===== config.mk =====
export PLATFORM = sky130hd
export DESIGN_NAME = psh_calc
export DESIGN_NICKNAME = d
export VERILOG_FILES = /design/src/rtl/psh_pkg.sv /design/src/rtl/psh_calc.sv
export SDC_FILE = /design/constraint.sdc
export NUM_CORES = 1
export LEC_CHECK = 0
export BUFFER_PORTS_ARGS = -buffer_cell sky130_fd_sc_hd__buf_2
export CORE_MARGIN = 3
export CORE_UTILIZATION = 62
export CTS_BUF_LIST = sky130_fd_sc_hd__clkbuf_8
export DETAILED_ROUTE_END_ITERATION = 16
export MAX_ROUTING_LAYER = met4
export PLACE_DENSITY_LB_ADDON = 0.1
export SYNTH_ARGS = -nofsm -noshare
export SYNTH_HDL_FRONTEND = slang
export SYNTH_SLANG_ARGS = --single-unit

===== constraint.sdc =====
create_clock -name clk -period 8.4 [get_ports clk]
set_clock_uncertainty 0.15 [all_clocks]
set_input_delay 1.26 -clock clk [delete_from_list [all_inputs] [get_ports clk]]
set_output_delay 1.26 -clock clk [all_outputs]
set_load 0.02 [all_outputs]

===== src/rtl/psh_pkg.sv =====
`timescale 1ns / 1ps
// Shared types and constants for the producer supply hold machine.
// No dependencies; psh_calc and the top level refer to it by scoped names.
package psh_pkg;

  localparam int SLOTS_DEF     = 64;
  localparam int TIME_BITS_DEF = 48;

  localparam int SLOT_W  = 6;
  localparam int COUNT_W = 10;
  localparam int LAYER_W = 2;
  localparam int NOW_W   = 48;
  localparam int STATE_W = 3;
  localparam int CFG_W   = 32;
  localparam int CFG_IDX_W = 2;

  // configuration register indexes
  localparam logic [CFG_IDX_W-1:0] CFG_HOLD   = 2'd0;
  localparam logic [CFG_IDX_W-1:0] CFG_PAUSE  = 2'd1;
  localparam logic [CFG_IDX_W-1:0] CFG_WARMUP = 2'd2;

  // spatial layer at or above which a producer counts as fully supplied
  localparam logic [LAYER_W-1:0] LAYER_FULL = 2'd2;

  typedef enum logic [STATE_W-1:0] {
    SUP_ACTIVE = 3'd0,
    SUP_LOW    = 3'd1,
    SUP_HOLD   = 3'd2,
    SUP_PAUSED = 3'd3,
    SUP_WARMUP = 3'd4
  } supply_t;

  typedef enum logic [1:0] {
    PH_CLEAR,
    PH_IDLE,
    PH_READ,
    PH_CALC
  } phase_t;

  // controls from the sequencer to the update datapath
  typedef struct packed {
    logic sums_en;
    logic had;
  } psh_ctl_t;

endpackage


===== src/rtl/psh_calc.sv =====
`timescale 1ns / 1ps
// Entry update datapath: saturating timer sums in a first stage, then state,
// timer and keep decisions. Depends on psh_pkg.
module psh_calc #(
  parameter int TIME_BITS = psh_pkg::TIME_BITS_DEF
) (
  input  logic                          clk,
  input  psh_pkg::psh_ctl_t             ctl,
  input  logic                          seen,
  input  logic                          zero,
  input  logic [psh_pkg::LAYER_W-1:0]   layer,
  input  logic [TIME_BITS-1:0]          now,
  input  psh_pkg::supply_t              prev_raw,
  input  logic [TIME_BITS-1:0]          zs_raw,
  input  logic [TIME_BITS:0]            pe_raw,
  input  logic [TIME_BITS:0]            re_raw,
  input  logic [psh_pkg::CFG_W-1:0]     hold_cfg,
  input  logic [psh_pkg::CFG_W-1:0]     pause_cfg,
  input  logic [psh_pkg::CFG_W-1:0]     warm_cfg,
  output psh_pkg::supply_t              st,
  output logic [TIME_BITS-1:0]          hold,
  output logic                          kept_c,
  output logic [TIME_BITS-1:0]          zs_out,
  output logic [TIME_BITS:0]            pe_out,
  output logic [TIME_BITS:0]            re_out
);

  localparam int SW = ((TIME_BITS > psh_pkg::CFG_W) ? TIME_BITS : psh_pkg::CFG_W) + 1;
  localparam logic [SW-1:0] TMAX_W = (SW'(1) << TIME_BITS) - SW'(1);

  function automatic logic [TIME_BITS-1:0] sat_add(input logic [TIME_BITS-1:0] t,
                                                   input logic [psh_pkg::CFG_W-1:0] d);
    logic [SW-1:0] s;
    s = SW'(t) + SW'(d);
    sat_add = (s > TMAX_W) ? '1 : s[TIME_BITS-1:0];
  endfunction

  logic [TIME_BITS-1:0] zs_base, zs_eff;

  logic                 had_q;
  psh_pkg::supply_t     prev_q;
  logic [TIME_BITS-1:0] zs_q;
  logic [TIME_BITS:0]   pe_q, re_q;
  logic [TIME_BITS-1:0] hold_sum_q, pause_sum_q, resume_sum_q;

  logic [TIME_BITS:0]   re_mid;
  logic                 pause_due, resume_due;
  psh_pkg::supply_t     level;

  // stage one: pick the zero-demand start time and form the deadlines
  assign zs_base = ctl.had ? zs_raw : '0;
  assign zs_eff  = !zero ? '0 : ((zs_base == '0) ? now : zs_base);

  always_ff @(posedge clk) begin
    if (ctl.sums_en) begin
      had_q        <= ctl.had;
      prev_q       <= ctl.had ? prev_raw : psh_pkg::SUP_ACTIVE;
      zs_q         <= zs_eff;
      pe_q         <= ctl.had ? pe_raw : '0;
      re_q         <= ctl.had ? re_raw : '0;
      hold_sum_q   <= sat_add(zs_eff, hold_cfg);
      pause_sum_q  <= sat_add(zs_eff, pause_cfg);
      resume_sum_q <= sat_add(now, warm_cfg);
    end
  end

  // stage two: arm timers, step the state, decide whether the entry stays
  assign hold   = zero ? hold_sum_q : '0;
  assign pe_out = !zero ? '0 : (pe_q[TIME_BITS] ? pe_q : {1'b1, pause_sum_q});
  assign re_mid = (!zero && had_q && (prev_q == psh_pkg::SUP_PAUSED) && !re_q[TIME_BITS]) ?
                  {1'b1, resume_sum_q} : re_q;

  assign pause_due  = pe_out[TIME_BITS] && (now >= pe_out[TIME_BITS-1:0]);
  assign resume_due = re_mid[TIME_BITS] && (now >= re_mid[TIME_BITS-1:0]);
  assign level      = (layer < psh_pkg::LAYER_FULL) ? psh_pkg::SUP_LOW : psh_pkg::SUP_ACTIVE;

  always_comb begin
    st = psh_pkg::SUP_HOLD;
    if (!zero) begin
      case (prev_q)
        psh_pkg::SUP_PAUSED: st = psh_pkg::SUP_WARMUP;
        psh_pkg::SUP_WARMUP: st = resume_due ? level : psh_pkg::SUP_WARMUP;
        default:             st = level;
      endcase
    end else begin
      case (prev_q)
        psh_pkg::SUP_HOLD:   st = pause_due ? psh_pkg::SUP_PAUSED : psh_pkg::SUP_HOLD;
        psh_pkg::SUP_PAUSED: st = psh_pkg::SUP_PAUSED;
        default:             st = psh_pkg::SUP_HOLD;
      endcase
    end
  end

  // drop the warmup timer whenever a seen producer is not in warmup
  assign re_out = (seen && (st != psh_pkg::SUP_WARMUP)) ? '0 : re_mid;
  assign kept_c = seen || (hold > now) || (st == psh_pkg::SUP_PAUSED);
  assign zs_out = zs_q;

endmodule


==> reports/qor.csv <==
stage,metric,value,unit
outcome,outcome,finished clean,
place,io_buffers,496,
synth,yosys.area_share.simple,0.179,
route,wl_per_cell,23.3,um
clock_tree,htree_levels,2,
sta,relSlewSlack,0.291,
cells_and_area,nNetsFinal,3325,
clock_tree,cts-resized-gates,0,
clock_tree,clockBufferDepth,3,
clock_tree,cts_made_buffers,51,
floorplanning,rows,69,
worst_setup_path,crit_path_end_kind,output port,
sta,layout_min_cycle_time,7.02,ns
sta,timing.final.ws_setup,1.38,ns
floorplanning,core,35700,um^2
synth,synth_compound_area_frac,0.166,
floorplanning,die_x,196,um
route,finalWirelength,76900,um
global_routing,grt_pass1_wl,115000,um
synth,synth_top_family_by_area,simple AND/OR/NAND/NOR gates,
route,vias,20745,
cells_and_area,area_delta_synth_final,17.2,%
worst_setup_path,critical_path_class,in -> out,
clock_tree,hold_buffers,0,
place,post-dp-hpwl,60200,um
synth,synth-main-ff-cell,edfxtp_1,
synth,yosys_warnings,0,
global_routing,grt_pass1_vias,19954,
worst_setup_path,crit_buf_inv,3,
sta,clock.fmax,0.142,GHz
route,drt_iter0_markers,2443,
worst_setup_path,cp_top_family,compound AO/OA/AOI/OAI gates,
floorplanning,die_area,38600,um^2
place,placed_cell_area,25300,um^2
clock_tree,cts_tree,yes,
global_routing,antenna_found_initial,14,
route,drt-pass1-iter-count,6,
place,gp_congestion,1.02,
synth,synth-xor-area-share,0.0386,
min_path,hold_path_class,in -> reg,
sta,tightest_slew,1.06,ns
synth,syn_area_per_cell,9.74,um^2
worst_setup_path,critical_path_required,6.99,ns
route,drtAntennaViolNets,0,
synth,yosys.area_share.adder,0.136,
synth,synthArstFlopShare,0,
floorplanning,initial_core_util,0.630,
synth,synthCells,2308,
global_routing,grt_overflow_total,0,
synth,synthMuxAreaShare,0.0483,
global_routing,grt_max_degree,166,
cells_and_area,stdcell_area,26400,um^2
power,totalPowerFinal,4.53,mW
cells_and_area,drive_above_1_share,0.237,
clock_tree,clkSinkCount,294,
clock_tree,cts_setup_buffers,0,
worst_setup_path,cp-start-kind,input pin,
power,p_per_area,172,nW/um^2
sta,timing.final.crit_share,0.836,
sta,rsz0062_at_grt,false,
sta,hold_viol,0,
power,ir_worst_vdd,0.000155,V
worst_setup_path,path_max_fanout,47,
synth,yosysUniqueCellTypes,86,
run,maxCapViolations,0,
worst_setup_path,cp_cell_sequence,"buf_4, nor2_1, nand3_4, buf_4, mux2i_1, ha_1, nand4_1, or2_2, nor3_1, o211ai_1, a31oi_1, o31a_2, nor2_1, buf_2",
sta,tns,0,ns
worst_setup_path,cp_slowest_stage_delay,0.84,ns
clock_tree,clk_pin_slew,0.07,ns
worst_setup_path,slowest_stage,o31a_2,
synth,synth_nets,2851,
synth,yosysSeqAreaShare,0.393,
power,p_leak,12.8,nW
place,detailedPlace.worstSlack,1.47,ns
floorplanning,fp.dieH,196,um
synth,synth_edf_count,294,
sta,setup_viol,0,
route,vias_per_cell,6.29,
floorplanning,ios,498,
synth,synth.ff_latch_count,294,
synth,synthesis.area,22500,um^2
global_routing,track_usage,0.397,
worst_setup_path,arrival,5.61,ns
clock_tree,clock-root-buffer,clkbuf_8,
sta,drv_slew,0,
route,drc,0,
[layout by cell type, fill, tap and decap left out, types with 26 or more instances in the layout]
cell type,instances
buf_2,493
edfxtp_1,294
nand2_1,242
ha_1,240
nor2_1,166
and2_1,157
inv_1,140
a21oi_1,132
a21o_1,98
o21ai_0,86
xnor2_1,57
mux2_2,51
clkbuf_8,51
mux2i_1,50
nand3_1,45
xor2_1,42
a22oi_1,41
nand4_1,35
a211oi_1,30
and3_1,28
o21a_1,26
[sequential cells by signal, summed over array words and instances (netlist names)]
name / count
pause_sum_q: 48
prev_q: 3
resume_sum_q: 48
hold_sum_q: 48
re_q: 49
had_q: 1
pe_q: 49
zs_out: 48
[metal layers]
metal / vias up / track usage / share of wire
met5: - / - / 0
met4: 0 / 0.162 / 0.043
met3: 208 / 0.0663 / 0.11
met2: 1219 / 0.602 / 0.45
met1: 9835 / 0.535 / 0.40
li1: 9483 / - / -
[final timing paths]
check	from	end	slack, ns	cells after the start
hold / removal	re_raw[44]	re_q[44]	0.74	2
setup / recovery	zero	re_out[35]	1.38	14
[synth_stat cells (46+ instances only)]
library cell / n / area, um^2
a21o_1: 98 / 736
a21oi_1: 132 / 661
and2_1: 157 / 982
clkbuf_1: 57 / 214
edfxtp_1: 294 / 8830
ha_1: 240 / 3000
inv_1: 130 / 488
mux2_2: 51 / 574
mux2i_1: 50 / 500
nand2_1: 242 / 908
nand3_1: 46 / 230
nor2_1: 166 / 623
o21ai_0: 86 / 430
xnor2_1: 57 / 499
[power breakdown]
part	internal, mW	leakage, nW	switching, mW	total [mW]
logic	0.500	9.41	0.820	1.32
clock network	0.722	0.551	0.629	1.35
registers	1.81	2.85	0.0481	1.86
total	3.03	12.8	1.50	4.53
[final cells by class]
type | instances | area, um^2
well taps | 461 | 577
clock buffers | 51 | 702
inverters | 130 | 488
clock inverters | 39 | 308
multi-input cells | 1796 | 12800
flip-flops and latches | 294 | 8830
diodes | 17 | 42.5
fillers | 2658 | 9300
repair buffers | 509 | 2610
[stage by stage]
| step | utilization | hold WS [ns] | cells |
|---|---|---|---|
| after detailed placement | 0.710 | 1.40 | 3190 |
| after global routing | 0.739 | 0.732 | 3294 |
| after floorplan | - | 1.21 | 2308 |
| after global placement | 0.710 | 1.39 | 3190 |
| after CTS | 0.738 | 0.695 | 3280 |
| final | 0.739 | 0.740 | 3297 |
[logic make-up after synthesis]
family                     count (synthesis)
xor gates and xnor gates                  99
and+or+nand+nor                          799
buffers and inverters                    218
adders and majority gates                243
AOI/OAI and AO/OA                        553
muxes                                    102
DFF                                      294
(Power assumes the default switching activity.)
